<file path="config.mk">
export PLATFORM = sky130hd
export DESIGN_NAME = triangular_profile_angle_setpoint
export DESIGN_NICKNAME = d
export VERILOG_FILES = /design/src/hw/rtl/tpas_pkg.sv /design/src/hw/rtl/tpas_engine.sv /design/src/hw/rtl/triangular_profile_angle_setpoint.sv
export VERILOG_INCLUDE_DIRS = /design/src /design/src/hw/rtl
export SDC_FILE = /design/constraint.sdc
export NUM_CORES = 2
export LEC_CHECK = 0
export ABC_CLOCK_PERIOD_IN_PS = 7000
export BUFFER_PORTS_ARGS = -buffer_cell sky130_fd_sc_hd__buf_2
export CAP_MARGIN = 5
export CORE_MARGIN = 1.5
export CORE_UTILIZATION = 63
export CTS_BUF_LIST = sky130_fd_sc_hd__clkbuf_16
export CTS_CLUSTER_DIAMETER = 150
export DETAILED_ROUTE_END_ITERATION = 10
export PLACE_DENSITY_LB_ADDON = 0.2
export SKIP_CTS_REPAIR_TIMING = 1
export SLEW_MARGIN = 10
export SYNTH_ARGS = -nofsm -noshare
export SYNTH_HDL_FRONTEND = slang
export SYNTH_SLANG_ARGS = --single-unit
export TNS_END_PERCENT = 1
</file>
<file path="constraint.sdc">
create_clock -name i_clk -period 7 [get_ports i_clk]
set_input_delay 0.7 -clock i_clk [delete_from_list [all_inputs] [get_ports i_clk]]
set_output_delay 0.7 -clock i_clk [all_outputs]
set_load 0.005 [all_outputs]
</file>
<file path="src/hw/rtl/assert_macros.svh">
// Assertion macros shared by the setpoint generator RTL.
// Clocked, reset-qualified concurrent assertions that report through $error.
`ifndef ASSERT_MACROS_SVH
`define ASSERT_MACROS_SVH

// Property checked at every rising edge, off while reset is low.
`define TPAS_ASSERT(lbl, clk, rst_n, prop, msg) \
    lbl: assert property (@(posedge clk) disable iff (!rst_n) prop) \
        else $error(msg);

// Expression that must never be true outside reset.
`define TPAS_NEVER(lbl, clk, rst_n, expr, msg) \
    lbl: assert property (@(posedge clk) disable iff (!rst_n) !(expr)) \
        else $error(msg);

`endif

</file>
<file path="src/hw/rtl/tpas_pkg.sv">
// Shared types, widths and constants for the triangular profile setpoint generator.
// No dependencies; used by tpas_engine and the top level.
`timescale 1ns / 1ps

package tpas_pkg;

    localparam int ANGLE_FRAC_BITS_DEF = 16;

    localparam int ANGLE_W   = 32;
    localparam int CFG_W     = 16;
    localparam int CFG_IDX_W = 8;
    localparam int S_DATA_W  = 64;
    localparam int M_DATA_W  = 72;

    // engine datapath: signed argument and working registers
    localparam int ARG_W      = 36;
    localparam int DVD_W      = 35;          // 4*|d| needs 35 bits
    localparam int TICK_W     = 18;          // isqrt of a 35-bit value
    localparam int ELAP_W     = TICK_W + 1;
    localparam int SQRT_STEPS = 18;
    localparam int CNT_W      = 6;

    // pi and 2*pi in Q2.30, rounded at elaboration to the angle format
    localparam logic [63:0] PI_Q30     = 64'd3373259426;
    localparam logic [63:0] TWO_PI_Q30 = 64'd6746518852;

    localparam logic [CFG_IDX_W-1:0] CFG_ACCEL = 8'd0;
    localparam logic [CFG_IDX_W-1:0] CFG_TOL   = 8'd1;

    localparam logic [CFG_W-1:0] ACCEL_RST = 16'd16;
    localparam logic [CFG_W-1:0] TOL_RST   = 16'd655;

    typedef enum logic [1:0] {
        OP_DIV,
        OP_SQRT,
        OP_WRAP
    } t_op;

    typedef struct packed {
        logic start;
        t_op  op;
    } t_eng_req;

    typedef struct packed {
        logic busy;
        logic done;
    } t_eng_stat;

    function automatic logic [63:0] round_q30(input logic [63:0] q30, input int frac);
        round_q30 = (q30 + (64'd1 << (29 - frac))) >> (30 - frac);
    endfunction

endpackage

</file>
<file path="src/hw/rtl/tpas_engine.sv">
// Iterative arithmetic engine: restoring divide, integer square root and angle wrap.
// One shared subtract/compare unit steps one bit per cycle. Depends on tpas_pkg.
`timescale 1ns / 1ps
`include "assert_macros.svh"

module tpas_engine #(
    parameter int ANGLE_FRAC_BITS = tpas_pkg::ANGLE_FRAC_BITS_DEF
) (
    input  logic                                 i_clk,
    input  logic                                 i_rst_n,
    input  tpas_pkg::t_eng_req                   i_req,
    input  logic signed [tpas_pkg::ARG_W-1:0]    i_arg,
    input  logic        [tpas_pkg::CFG_W-1:0]    i_divisor,
    output tpas_pkg::t_eng_stat                  o_stat,
    output logic        [tpas_pkg::ARG_W-1:0]    o_result
);
    import tpas_pkg::*;

    localparam logic [ARG_W-1:0] PI_FX     = ARG_W'(round_q30(PI_Q30, ANGLE_FRAC_BITS));
    localparam logic [ARG_W-1:0] TWO_PI_FX = ARG_W'(round_q30(TWO_PI_Q30, ANGLE_FRAC_BITS));
    // |x| <= 2^32, so the modulus shifted this far covers the whole range
    localparam int               WRAP_SHIFT = 33 - $clog2(TWO_PI_FX);
    localparam logic [ARG_W-1:0] MOD_TOP    = TWO_PI_FX << WRAP_SHIFT;
    localparam logic [ARG_W-1:0] SQRT_TOP   = ARG_W'(1) << (2 * (SQRT_STEPS - 1));

    logic             r_busy;
    logic             r_fix;
    logic             r_done;
    t_op              r_op;
    logic [CNT_W-1:0] r_cnt;
    logic             r_neg;
    logic [ARG_W-1:0] r_acc;
    logic [ARG_W-1:0] r_res;
    logic [ARG_W-1:0] r_opb;

    logic [ARG_W-1:0] arg_u;
    logic [ARG_W-1:0] mag;
    logic [ARG_W-1:0] sub_a;
    logic [ARG_W-1:0] sub_b;
    logic [ARG_W:0]   diff;
    logic             ge;
    logic [ARG_W-1:0] wrap_val;

    assign arg_u = i_arg;
    assign mag   = arg_u[ARG_W-1] ? (~arg_u + ARG_W'(1)) : arg_u;

    // shared subtract/compare unit
    always_comb begin
        case (r_op)
            OP_DIV: begin
                sub_a = {{(ARG_W-CFG_W-1){1'b0}}, r_acc[CFG_W-1:0], r_res[DVD_W-1]};
                sub_b = r_opb;
            end
            OP_SQRT: begin
                sub_a = r_acc;
                sub_b = r_res | r_opb;
            end
            default: begin
                sub_a = r_acc;
                sub_b = r_opb;
            end
        endcase
    end

    assign diff = {1'b0, sub_a} - {1'b0, sub_b};
    assign ge   = ~diff[ARG_W];

    // remainder is in [0, 2pi): restore sign, then fold into (-pi, pi]
    always_comb begin
        if (r_neg) begin
            wrap_val = (r_acc >= PI_FX) ? (TWO_PI_FX - r_acc) : (~r_acc + ARG_W'(1));
        end else begin
            wrap_val = (r_acc > PI_FX) ? (r_acc - TWO_PI_FX) : r_acc;
        end
    end

    always_ff @(posedge i_clk) begin
        if (!i_rst_n) begin
            r_busy <= 1'b0;
            r_fix  <= 1'b0;
            r_done <= 1'b0;
            r_op   <= OP_DIV;
            r_cnt  <= '0;
        end else begin
            r_done <= 1'b0;
            if (i_req.start) begin
                r_busy <= 1'b1;
                r_op   <= i_req.op;
                case (i_req.op)
                    OP_DIV:  r_cnt <= CNT_W'(DVD_W - 1);
                    OP_SQRT: r_cnt <= CNT_W'(SQRT_STEPS - 1);
                    default: r_cnt <= CNT_W'(WRAP_SHIFT);
                endcase
            end else if (r_busy) begin
                if (r_cnt == '0) begin
                    r_busy <= 1'b0;
                    if (r_op == OP_WRAP) begin
                        r_fix <= 1'b1;
                    end else begin
                        r_done <= 1'b1;
                    end
                end else begin
                    r_cnt <= r_cnt - CNT_W'(1);
                end
            end else if (r_fix) begin
                r_fix  <= 1'b0;
                r_done <= 1'b1;
            end
        end
    end

    always_ff @(posedge i_clk) begin
        if (i_req.start) begin
            r_neg <= arg_u[ARG_W-1];
            case (i_req.op)
                OP_DIV: begin
                    r_acc <= '0;
                    r_res <= mag << 2;
                    r_opb <= ARG_W'(i_divisor);
                end
                OP_SQRT: begin
                    r_acc <= mag;
                    r_res <= '0;
                    r_opb <= SQRT_TOP;
                end
                default: begin
                    r_acc <= mag;
                    r_res <= '0;
                    r_opb <= MOD_TOP;
                end
            endcase
        end else if (r_busy) begin
            case (r_op)
                OP_DIV: begin
                    r_acc <= ge ? diff[ARG_W-1:0] : sub_a;
                    r_res <= {r_res[ARG_W-2:0], ge};
                end
                OP_SQRT: begin
                    if (ge) begin
                        r_acc <= diff[ARG_W-1:0];
                    end
                    r_res <= (r_res >> 1) | (ge ? r_opb : '0);
                    r_opb <= r_opb >> 2;
                end
                default: begin
                    if (ge) begin
                        r_acc <= diff[ARG_W-1:0];
                    end
                    r_opb <= r_opb >> 1;
                end
            endcase
        end else if (r_fix) begin
            r_res <= wrap_val;
        end
    end

    assign o_stat.busy = r_busy | r_fix;
    assign o_stat.done = r_done;
    // quotient sits in the low bits; the top bit holds shifted-out dividend
    assign o_result    = (r_op == OP_DIV) ? {{(ARG_W-DVD_W){1'b0}}, r_res[DVD_W-1:0]} : r_res;

    `TPAS_ASSERT(a_done_pulse, i_clk, i_rst_n, r_done |=> !r_done, "engine done held two cycles")
    `TPAS_NEVER(a_no_restart, i_clk, i_rst_n, i_req.start && (r_busy || r_fix), "engine restarted while busy")
    `TPAS_ASSERT(a_fix_wrap, i_clk, i_rst_n, r_fix |-> (r_op == OP_WRAP), "wrap fixup outside wrap op")

endmodule

</file>
<file path="src/hw/rtl/triangular_profile_angle_setpoint.sv">
// Triangular velocity profile setpoint generator for one rotary axis (Q15.16 radians).
// Top level: stream ports, config registers, profile state, sequencer. Uses tpas_pkg, tpas_engine.
`timescale 1ns / 1ps
`include "assert_macros.svh"

// One item in, one result out. A tick item (tuser 0) steps the profile: velocity
// ramps up by accel_per_tick for the first half of the move, down for the second,
// then the aim snaps to the target; aim is wrapped into (-pi, pi]. A goto item
// (tuser 1) restarts the profile from the given position and computes the move
// length isqrt(4*|target - position| / accel) in ticks. Each result carries aim,
// velocity, a moving flag and an arrived flag (|wrapped target - position| below
// arrive_tolerance). The block takes one item at a time; all arithmetic runs on
// one shared subtractor, one quotient bit, root bit or modulus step per cycle.
// With 16 fraction bits, a tick runs two angle wraps of 15 steps each while the
// profile runs and one wrap once the move has ended, and a goto runs one wrap, a
// 35-step divide and an 18-step root; the next item is not taken while a finished
// result cannot leave because the output register stays full.
// A finished result waits in an output register while the next item is taken.
// Config writes are taken at any time, one per cycle.
module triangular_profile_angle_setpoint #(
    parameter int ANGLE_FRAC_BITS = tpas_pkg::ANGLE_FRAC_BITS_DEF
) (
    input  logic                                i_clk,
    input  logic                                i_rst_n,
    input  logic                                i_s_axis_tvalid,
    output logic                                o_s_axis_tready,
    // [31:0] target_angle, [63:32] position
    input  logic [tpas_pkg::S_DATA_W-1:0]       i_s_axis_tdata,
    // [0] kind
    input  logic [0:0]                          i_s_axis_tuser,
    output logic                                o_m_axis_tvalid,
    input  logic                                i_m_axis_tready,
    // [31:0] aim_angle, [63:32] velocity, [64] moving, [65] at_target, [71:66] zero
    output logic [tpas_pkg::M_DATA_W-1:0]       o_m_axis_tdata,
    input  logic                                i_cfg_valid,
    output logic                                o_cfg_ready,
    input  logic [tpas_pkg::CFG_IDX_W-1:0]      i_cfg_index,
    input  logic [tpas_pkg::CFG_W-1:0]          i_cfg_data
);
    import tpas_pkg::*;

    localparam int               EXT_W    = ARG_W - ANGLE_W;
    localparam logic [TICK_W-1:0] TICK_MAX = TICK_W'(1) << (TICK_W - 1);

    typedef enum logic [3:0] {
        S_IDLE,
        S_ERR_GO,
        S_ERR_WAIT,
        S_AIM_GO,
        S_AIM_WAIT,
        S_DIV_GO,
        S_DIV_WAIT,
        S_SQRT_GO,
        S_SQRT_WAIT,
        S_EMIT
    } t_state;

    t_state                    r_state;
    logic [CFG_W-1:0]          r_accel;
    logic [CFG_W-1:0]          r_tol;
    logic signed [ANGLE_W-1:0] r_aim;
    logic signed [ANGLE_W-1:0] r_speed;
    logic signed [ANGLE_W-1:0] r_goal;
    logic [ELAP_W-1:0]         r_elapsed;
    logic [TICK_W-1:0]         r_move_ticks;
    logic                      r_dir;
    logic                      r_kind;
    logic                      r_run;
    logic                      r_near;
    logic signed [ARG_W-1:0]   r_arg;
    logic                      r_m_valid;
    logic [ANGLE_W-1:0]        r_m_aim;
    logic [ANGLE_W-1:0]        r_m_speed;
    logic                      r_m_run;
    logic                      r_m_near;

    t_eng_req                  eng_req;
    t_eng_stat                 eng_stat;
    logic [ARG_W-1:0]          eng_result;

    logic                      in_fire;
    logic                      in_kind;
    logic signed [ANGLE_W-1:0] in_tgt;
    logic signed [ANGLE_W-1:0] in_pos;
    logic [CFG_W-1:0]          acc_eff;
    logic                      ph_acc;
    logic                      ph_dec;
    logic [ANGLE_W-1:0]        speed_step;
    logic signed [ANGLE_W-1:0] goal_sel;
    logic signed [ARG_W-1:0]   err_arg;
    logic signed [ARG_W-1:0]   aim_arg;
    logic [ANGLE_W-1:0]        err_val;
    logic [ANGLE_W-1:0]        err_abs;
    logic                      near;
    logic                      emit_fire;
    logic                      eng_wait;

    assign in_fire = i_s_axis_tvalid && o_s_axis_tready;
    assign in_kind = i_s_axis_tuser[0];
    assign in_tgt  = i_s_axis_tdata[ANGLE_W-1:0];
    assign in_pos  = i_s_axis_tdata[2*ANGLE_W-1:ANGLE_W];

    assign acc_eff = (r_accel == '0) ? CFG_W'(1) : r_accel;

    // accelerate while 2*elapsed < N, decelerate while elapsed < N
    assign ph_acc = {1'b0, r_elapsed, 1'b0} < {3'b000, r_move_ticks};
    assign ph_dec = r_elapsed < {1'b0, r_move_ticks};

    assign speed_step = (ph_acc ^ r_dir) ? (r_speed + {{(ANGLE_W-CFG_W){1'b0}}, acc_eff})
                                         : (r_speed - {{(ANGLE_W-CFG_W){1'b0}}, acc_eff});

    assign goal_sel = in_kind ? in_tgt : r_goal;
    assign err_arg  = {{EXT_W{goal_sel[ANGLE_W-1]}}, goal_sel}
                    - {{EXT_W{in_pos[ANGLE_W-1]}}, in_pos};
    assign aim_arg  = {{EXT_W{r_aim[ANGLE_W-1]}}, r_aim}
                    + {{EXT_W{r_speed[ANGLE_W-1]}}, r_speed};

    // wrapped error is within (-pi, pi], so the negate cannot overflow
    assign err_val = eng_result[ANGLE_W-1:0];
    assign err_abs = err_val[ANGLE_W-1] ? (~err_val + ANGLE_W'(1)) : err_val;
    assign near    = err_abs < {{(ANGLE_W-CFG_W){1'b0}}, r_tol};

    // result register frees up in the same cycle its item is taken
    assign emit_fire = (r_state == S_EMIT) && (!r_m_valid || i_m_axis_tready);
    assign eng_wait  = r_state inside {S_ERR_WAIT, S_AIM_WAIT, S_DIV_WAIT, S_SQRT_WAIT};

    always_comb begin
        eng_req.start = 1'b0;
        eng_req.op    = OP_WRAP;
        case (r_state)
            S_ERR_GO, S_AIM_GO: eng_req.start = 1'b1;
            S_DIV_GO: begin
                eng_req.start = 1'b1;
                eng_req.op    = OP_DIV;
            end
            S_SQRT_GO: begin
                eng_req.start = 1'b1;
                eng_req.op    = OP_SQRT;
            end
            default: eng_req.start = 1'b0;
        endcase
    end

    tpas_engine #(
        .ANGLE_FRAC_BITS (ANGLE_FRAC_BITS)
    ) u_engine (
        .i_clk     (i_clk),
        .i_rst_n   (i_rst_n),
        .i_req     (eng_req),
        .i_arg     (r_arg),
        .i_divisor (acc_eff),
        .o_stat    (eng_stat),
        .o_result  (eng_result)
    );

    assign o_s_axis_tready = (r_state == S_IDLE);
    assign o_cfg_ready     = 1'b1;
    assign o_m_axis_tvalid = r_m_valid;
    assign o_m_axis_tdata  = {{(M_DATA_W-2*ANGLE_W-2){1'b0}}, r_m_near, r_m_run,
                              r_m_speed, r_m_aim};

    always_ff @(posedge i_clk) begin
        if (!i_rst_n) begin
            r_state      <= S_IDLE;
            r_accel      <= ACCEL_RST;
            r_tol        <= TOL_RST;
            r_aim        <= '0;
            r_speed      <= '0;
            r_goal       <= '0;
            r_elapsed    <= '0;
            r_move_ticks <= '0;
            r_dir        <= 1'b0;
            r_kind       <= 1'b0;
            r_run        <= 1'b0;
            r_near       <= 1'b0;
            r_arg        <= '0;
            r_m_valid    <= 1'b0;
            r_m_aim      <= '0;
            r_m_speed    <= '0;
            r_m_run      <= 1'b0;
            r_m_near     <= 1'b0;
        end else begin
            if (i_cfg_valid) begin
                case (i_cfg_index)
                    CFG_ACCEL: r_accel <= i_cfg_data;
                    CFG_TOL:   r_tol   <= i_cfg_data;
                    default:   r_accel <= r_accel;
                endcase
            end

            if (emit_fire) begin
                r_m_valid <= 1'b1;
                r_m_aim   <= r_aim;
                r_m_speed <= r_speed;
                r_m_run   <= r_run;
                r_m_near  <= r_near;
            end else if (i_m_axis_tready) begin
                r_m_valid <= 1'b0;
            end

            case (r_state)
                S_IDLE: begin
                    if (in_fire) begin
                        r_kind  <= in_kind;
                        r_arg   <= err_arg;
                        r_state <= S_ERR_GO;
                        if (in_kind) begin
                            r_aim     <= in_pos;
                            r_speed   <= '0;
                            r_elapsed <= '0;
                            r_dir     <= err_arg[ARG_W-1];
                            r_goal    <= in_tgt;
                            r_run     <= 1'b1;
                        end else begin
                            r_run <= ph_dec;
                            if (ph_dec) begin
                                r_speed <= speed_step;
                            end else begin
                                r_speed <= '0;
                                r_aim   <= r_goal;
                            end
                            // saturates well above any move length
                            if (r_elapsed != '1) begin
                                r_elapsed <= r_elapsed + ELAP_W'(1);
                            end
                        end
                    end
                end
                S_ERR_GO:  r_state <= S_ERR_WAIT;
                S_ERR_WAIT: begin
                    if (eng_stat.done) begin
                        r_near <= near;
                        if (r_kind) begin
                            r_state <= S_DIV_GO;
                        end else if (r_run) begin
                            r_arg   <= aim_arg;
                            r_state <= S_AIM_GO;
                        end else begin
                            r_state <= S_EMIT;
                        end
                    end
                end
                S_AIM_GO:  r_state <= S_AIM_WAIT;
                S_AIM_WAIT: begin
                    if (eng_stat.done) begin
                        r_aim   <= err_val;
                        r_state <= S_EMIT;
                    end
                end
                S_DIV_GO:  r_state <= S_DIV_WAIT;
                S_DIV_WAIT: begin
                    if (eng_stat.done) begin
                        r_arg   <= eng_result;
                        r_state <= S_SQRT_GO;
                    end
                end
                S_SQRT_GO: r_state <= S_SQRT_WAIT;
                S_SQRT_WAIT: begin
                    if (eng_stat.done) begin
                        r_move_ticks <= eng_result[TICK_W-1:0];
                        r_state      <= S_EMIT;
                    end
                end
                S_EMIT: begin
                    if (emit_fire) begin
                        r_state <= S_IDLE;
                    end
                end
                default: r_state <= S_IDLE;
            endcase
        end
    end

    `TPAS_ASSERT(a_one_item, i_clk, i_rst_n, in_fire |=> !o_s_axis_tready, "item taken while busy")
    `TPAS_ASSERT(a_done_wait, i_clk, i_rst_n, eng_stat.done |-> eng_wait, "engine done outside wait")
    `TPAS_ASSERT(a_ticks_max, i_clk, i_rst_n, r_move_ticks <= TICK_MAX, "move length out of range")

endmodule

</file>
==> metrics.md <==
| Metric | Value |
|---|---|
| Crit path launch | `r_accel[5]$_SDFFE_PN0P_` |
| Final wirelength | `about 100,000 um` |
| Mean Syn Cell Area | `7.78 um2` |
| Yosys top cell area share | `0.198` |
| Pwr/cell area | `about 440 nW/um2` |
| Dpl ws | `883 ps` |
| # fillers | `3,762` |
| Max-slew violation count | `0` |
| Synth Instances | `3,722` |
| Nets@finish | `between 4,000 and 5,000` |
| Initial Util | `0.638` |
| Post-synthesis sequential element count | `just under 400` |
| CP max FO | `10` |
| Die ar. | `around 47,000 um2` |
| Gr ovfl total | `0` |
| CP Launch Type | `flop` |
| Critical path cell sequence | `or4_1, or3_1, or4_1, or2_1, nor3_1, nor2_1, ha_1, nand2_1, o21ai_0, fa_1, nand3_1, nand2_1, a31oi_1, o21ai_0, a31oi_1, o31ai_1, a41oi_1, o21ai_0, a2111o_1, o311ai_0, o21ai_0` |
| CTS Buf Count | `45` |
| RSZ-0062 raised after global routing | `false` |
| Core ar. | `45,400 um2` |
| Reg2reg setup slack | `720 ps` |
| Die Ht | `217 um` |
| WP data arrival | `around 6800 ps` |
| Routed wire per std cell | `~23 um` |
| Max Freq | `0.159 GHz` |
| Reg2Reg Depth | `21` |
| Gr usage total | `0.414` |
| Synth cell types | `84` |
| IO Port Bufs | `161` |
| Worst setup path class | `flop to flop` |
| Routed vias | `29,200` |
| Clock skew | `roughly 16 ps` |
| Met2 Routed Length | `43,800 um` |
| Final setup TNS | `0 ps` |
| Max incr delay on CP | `600 ps` |
| Worst Tran Pin Value | `1120 ps` |
| Syn-to-layout area delta | `8.61%` |
| CTS max path bufs | `3` |
| CTS tree | `built` |
| Slew HR | `0.252` |
| Standard-cell rows | `between 70 and 80` |
| Synth area leaders | `dfxtp_1 20%, edfxtp_1 11%, ha_1 8.5%` |
| Final worst slack | `719 ps` |
| End point of the critical path | `r_speed[30]$_SDFFE_PN0P_` |
| Routed vias/inst | `6.69` |
| Final Hold Fails | `0` |
| Outcome | `completed` |
| Largest net degree at the start of global routing | `86` |
| WP data required | `~7500 ps` |
| Maximum vdd ir drop | `0.221 mV` |
| First-pass GRT wire length | `153,000 um` |
| Reg-to-Reg End | `r_speed[30]$_SDFFE_PN0P_` |
| Post-synth EDFFs | `about 110` |
| Asr flop ratio synth | `0` |
| Final HPWL DP | `74,600 um` |
| Vias in the first global route | `26,800` |
| Main synth FF type | `dfxtp_1` |
| Met3 WL | `between 10,000 and 15,000 um` |
| Slowest CP cell | `or4_1` |
| First drt pass iteration count | `6` |
| Clock sinks | `395` |
| MaxCap Viol Count | `0` |
| Cell accounting for the most synthesized area | `dfxtp_1` |
| Clock latency at the later pin of the worst-skew pair | `about 600 ps` |
| Final period utilization | `0.897` |
| Residual DRC | `0` |
| Seq/Total Area, Yosys | `0.310` |
| Mapped Area | `29,000 um2` |
| Antenna violations before repair | `2` |
| Worst r2r src | `r_accel[5]$_SDFFE_PN0P_` |
| DR top layer | `met4` |
| CP Capture Type | `flop` |
| Die width | `217 um` |
| # IOs | `169` |
| Layout cells sized above 1 | `0.0877` |
| Synth Warn # | `0` |
| DR iter-0 viols | `~4,000` |
| Max H-tree Level | `2` |
| Most frequent CP cell | `o21ai_0` |
| Post-route minimum period | `6280 ps` |
| Clock Pin Slew Worst Setup and Hold Paths | `60 ps` |
| Hold Path Class | `input pin to flop` |
| LEAKAGE | `13.1 nW` |
| DRT antenna net count | `0` |
| Clock root buffer | `clkbuf_16` |
| GPL Wtd Cong | `1.03` |
| Final setup vio count | `0` |
| Wire length on met1 | `39,600 um` |
-- registers in the layout (all words and copies together), names as in the netlist, 2 cells and up --
| name | cells |
|---|---|
| r_goal | 32 |
| r_tol | 16 |
| r_accel | 16 |
| r_state | 4 |
| u_engine.r_cnt | 6 |
| r_speed | 32 |
| u_engine.r_op | 2 |
| r_elapsed | 19 |
| u_engine.r_res | 36 |
| u_engine.r_opb | 35 |
| u_engine.r_acc | 36 |
| r_m_speed | 32 |
| r_move_ticks | 18 |
| r_aim | 32 |
| r_m_aim | 32 |
| r_arg | 36 |
-- cells in the mapped netlist (all sizes together) (28+ instances only) --
master / n
edfxtp: 108
xor2: 108
a31oi: 47
buf: 35
nand2b: 38
mux2i: 54
nand2: 584
o211ai: 81
nand3: 81
xnor2: 125
o21ai: 239
nor3: 49
a21oi: 473
clkbuf: 221
nor2: 193
o21a: 30
dfxtp: 287
and3: 28
inv: 115
o22ai: 47
nor2b: 76
a211oi: 39
ha: 196
a21o: 120
-- stage by stage --
stage	total power, mW	cell area [um2]	instances	hold slack [ps]	util
2_1_floorplan	8.75	29000	3727	406	-
3_3_place_gp	10.8	30000	4281	437	0.660
3_5_place_dp	11.0	30000	4281	443	0.660
4_1_cts	13.4	31400	4362	325	0.693
5_1_grt	14.4	31400	4363	348	0.693
6_report	13.7	31400	4364	348	0.693
-- worst min-delay path by stage --
stage / end / cells after the start / slack (ps) / from
5_1_grt: r_accel[4]$_SDFFE_PN1P_ / 3 / 350 / i_cfg_data[4]
4_1_cts: r_tol[2]$_SDFFE_PN1P_ / 3 / 320 / i_cfg_data[2]
2_1_floorplan: u_engine.r_neg$_DFFE_PN_ / 0 / 410 / r_arg[35]$_SDFFE_PN0P_
3_3_place_gp: r_goal[3]$_SDFFE_PN0P_ / 2 / 440 / r_goal[3]$_SDFFE_PN0P_
3_5_place_dp: r_goal[29]$_SDFFE_PN0P_ / 2 / 440 / r_goal[29]$_SDFFE_PN0P_
6_report: r_tol[2]$_SDFFE_PN1P_ / 3 / 350 / i_cfg_data[2]
-- where the power goes --
group	total, mW	internal, mW	switching [mW]
clock network	2.43	1.40	1.03
registers	4.33	3.18	1.14
logic	6.96	2.55	4.41
total	13.7	7.14	6.58
-- area by class of cell --
class | count | area, um2 | area share
Multi-Input combinational cell | 2959 | 18600 | 0.591
Sequential cell | 395 | 8990 | 0.286
Timing Repair Buffer | 210 | 1190 | 0.0378
Clock buffer | 47 | 1180 | 0.0374
Tap cell | 600 | 751 | 0.0239
Inverter | 117 | 444 | 0.0141
Clock inverter | 34 | 309 | 0.00983
Antenna cell | 2 | 5.00 | 0.000159
-- per-layer routing --
metal / vias up / track usage
met1: 13800 / 0.549
li1: 13400 / -
met5: - / 0
met4: 0 / 0.210
met3: 294 / 0.0826
met2: 1757 / 0.639
-- cell usage in the layout, fill, tap and decap left out, types with 120 or more instances in the layout --
cell type and count:
nor2_1 190, a21o_1 120, dfxtp_1 286, ha_1 196, nand2_1 583, inv_1 123, xnor2_1 125, buf_2 160
a21oi_1 472, o21ai_0 230
-- worst max-delay path, delay by kind of cell (launching register included) --
family          cells  cell delay (ps)
compound gates     10             2560
simple gates        9             2430
fa+ha+maj           2              750
flops               1              400
-- logic make-up after synthesis --
kind of cell	after synthesis	share of synthesized area
AO/OA/AOI/OAI	1259	0.268
AND/OR/NAND/NOR	1192	0.190
flip-flops	395	0.310
buffers and inverters	373	0.0500
XOR/XNOR	233	0.0705
adder cells (fa/ha/maj)	200	0.0875
multiplexers	68	0.0241
other	2	0.000259
(Power assumes the default switching activity.)
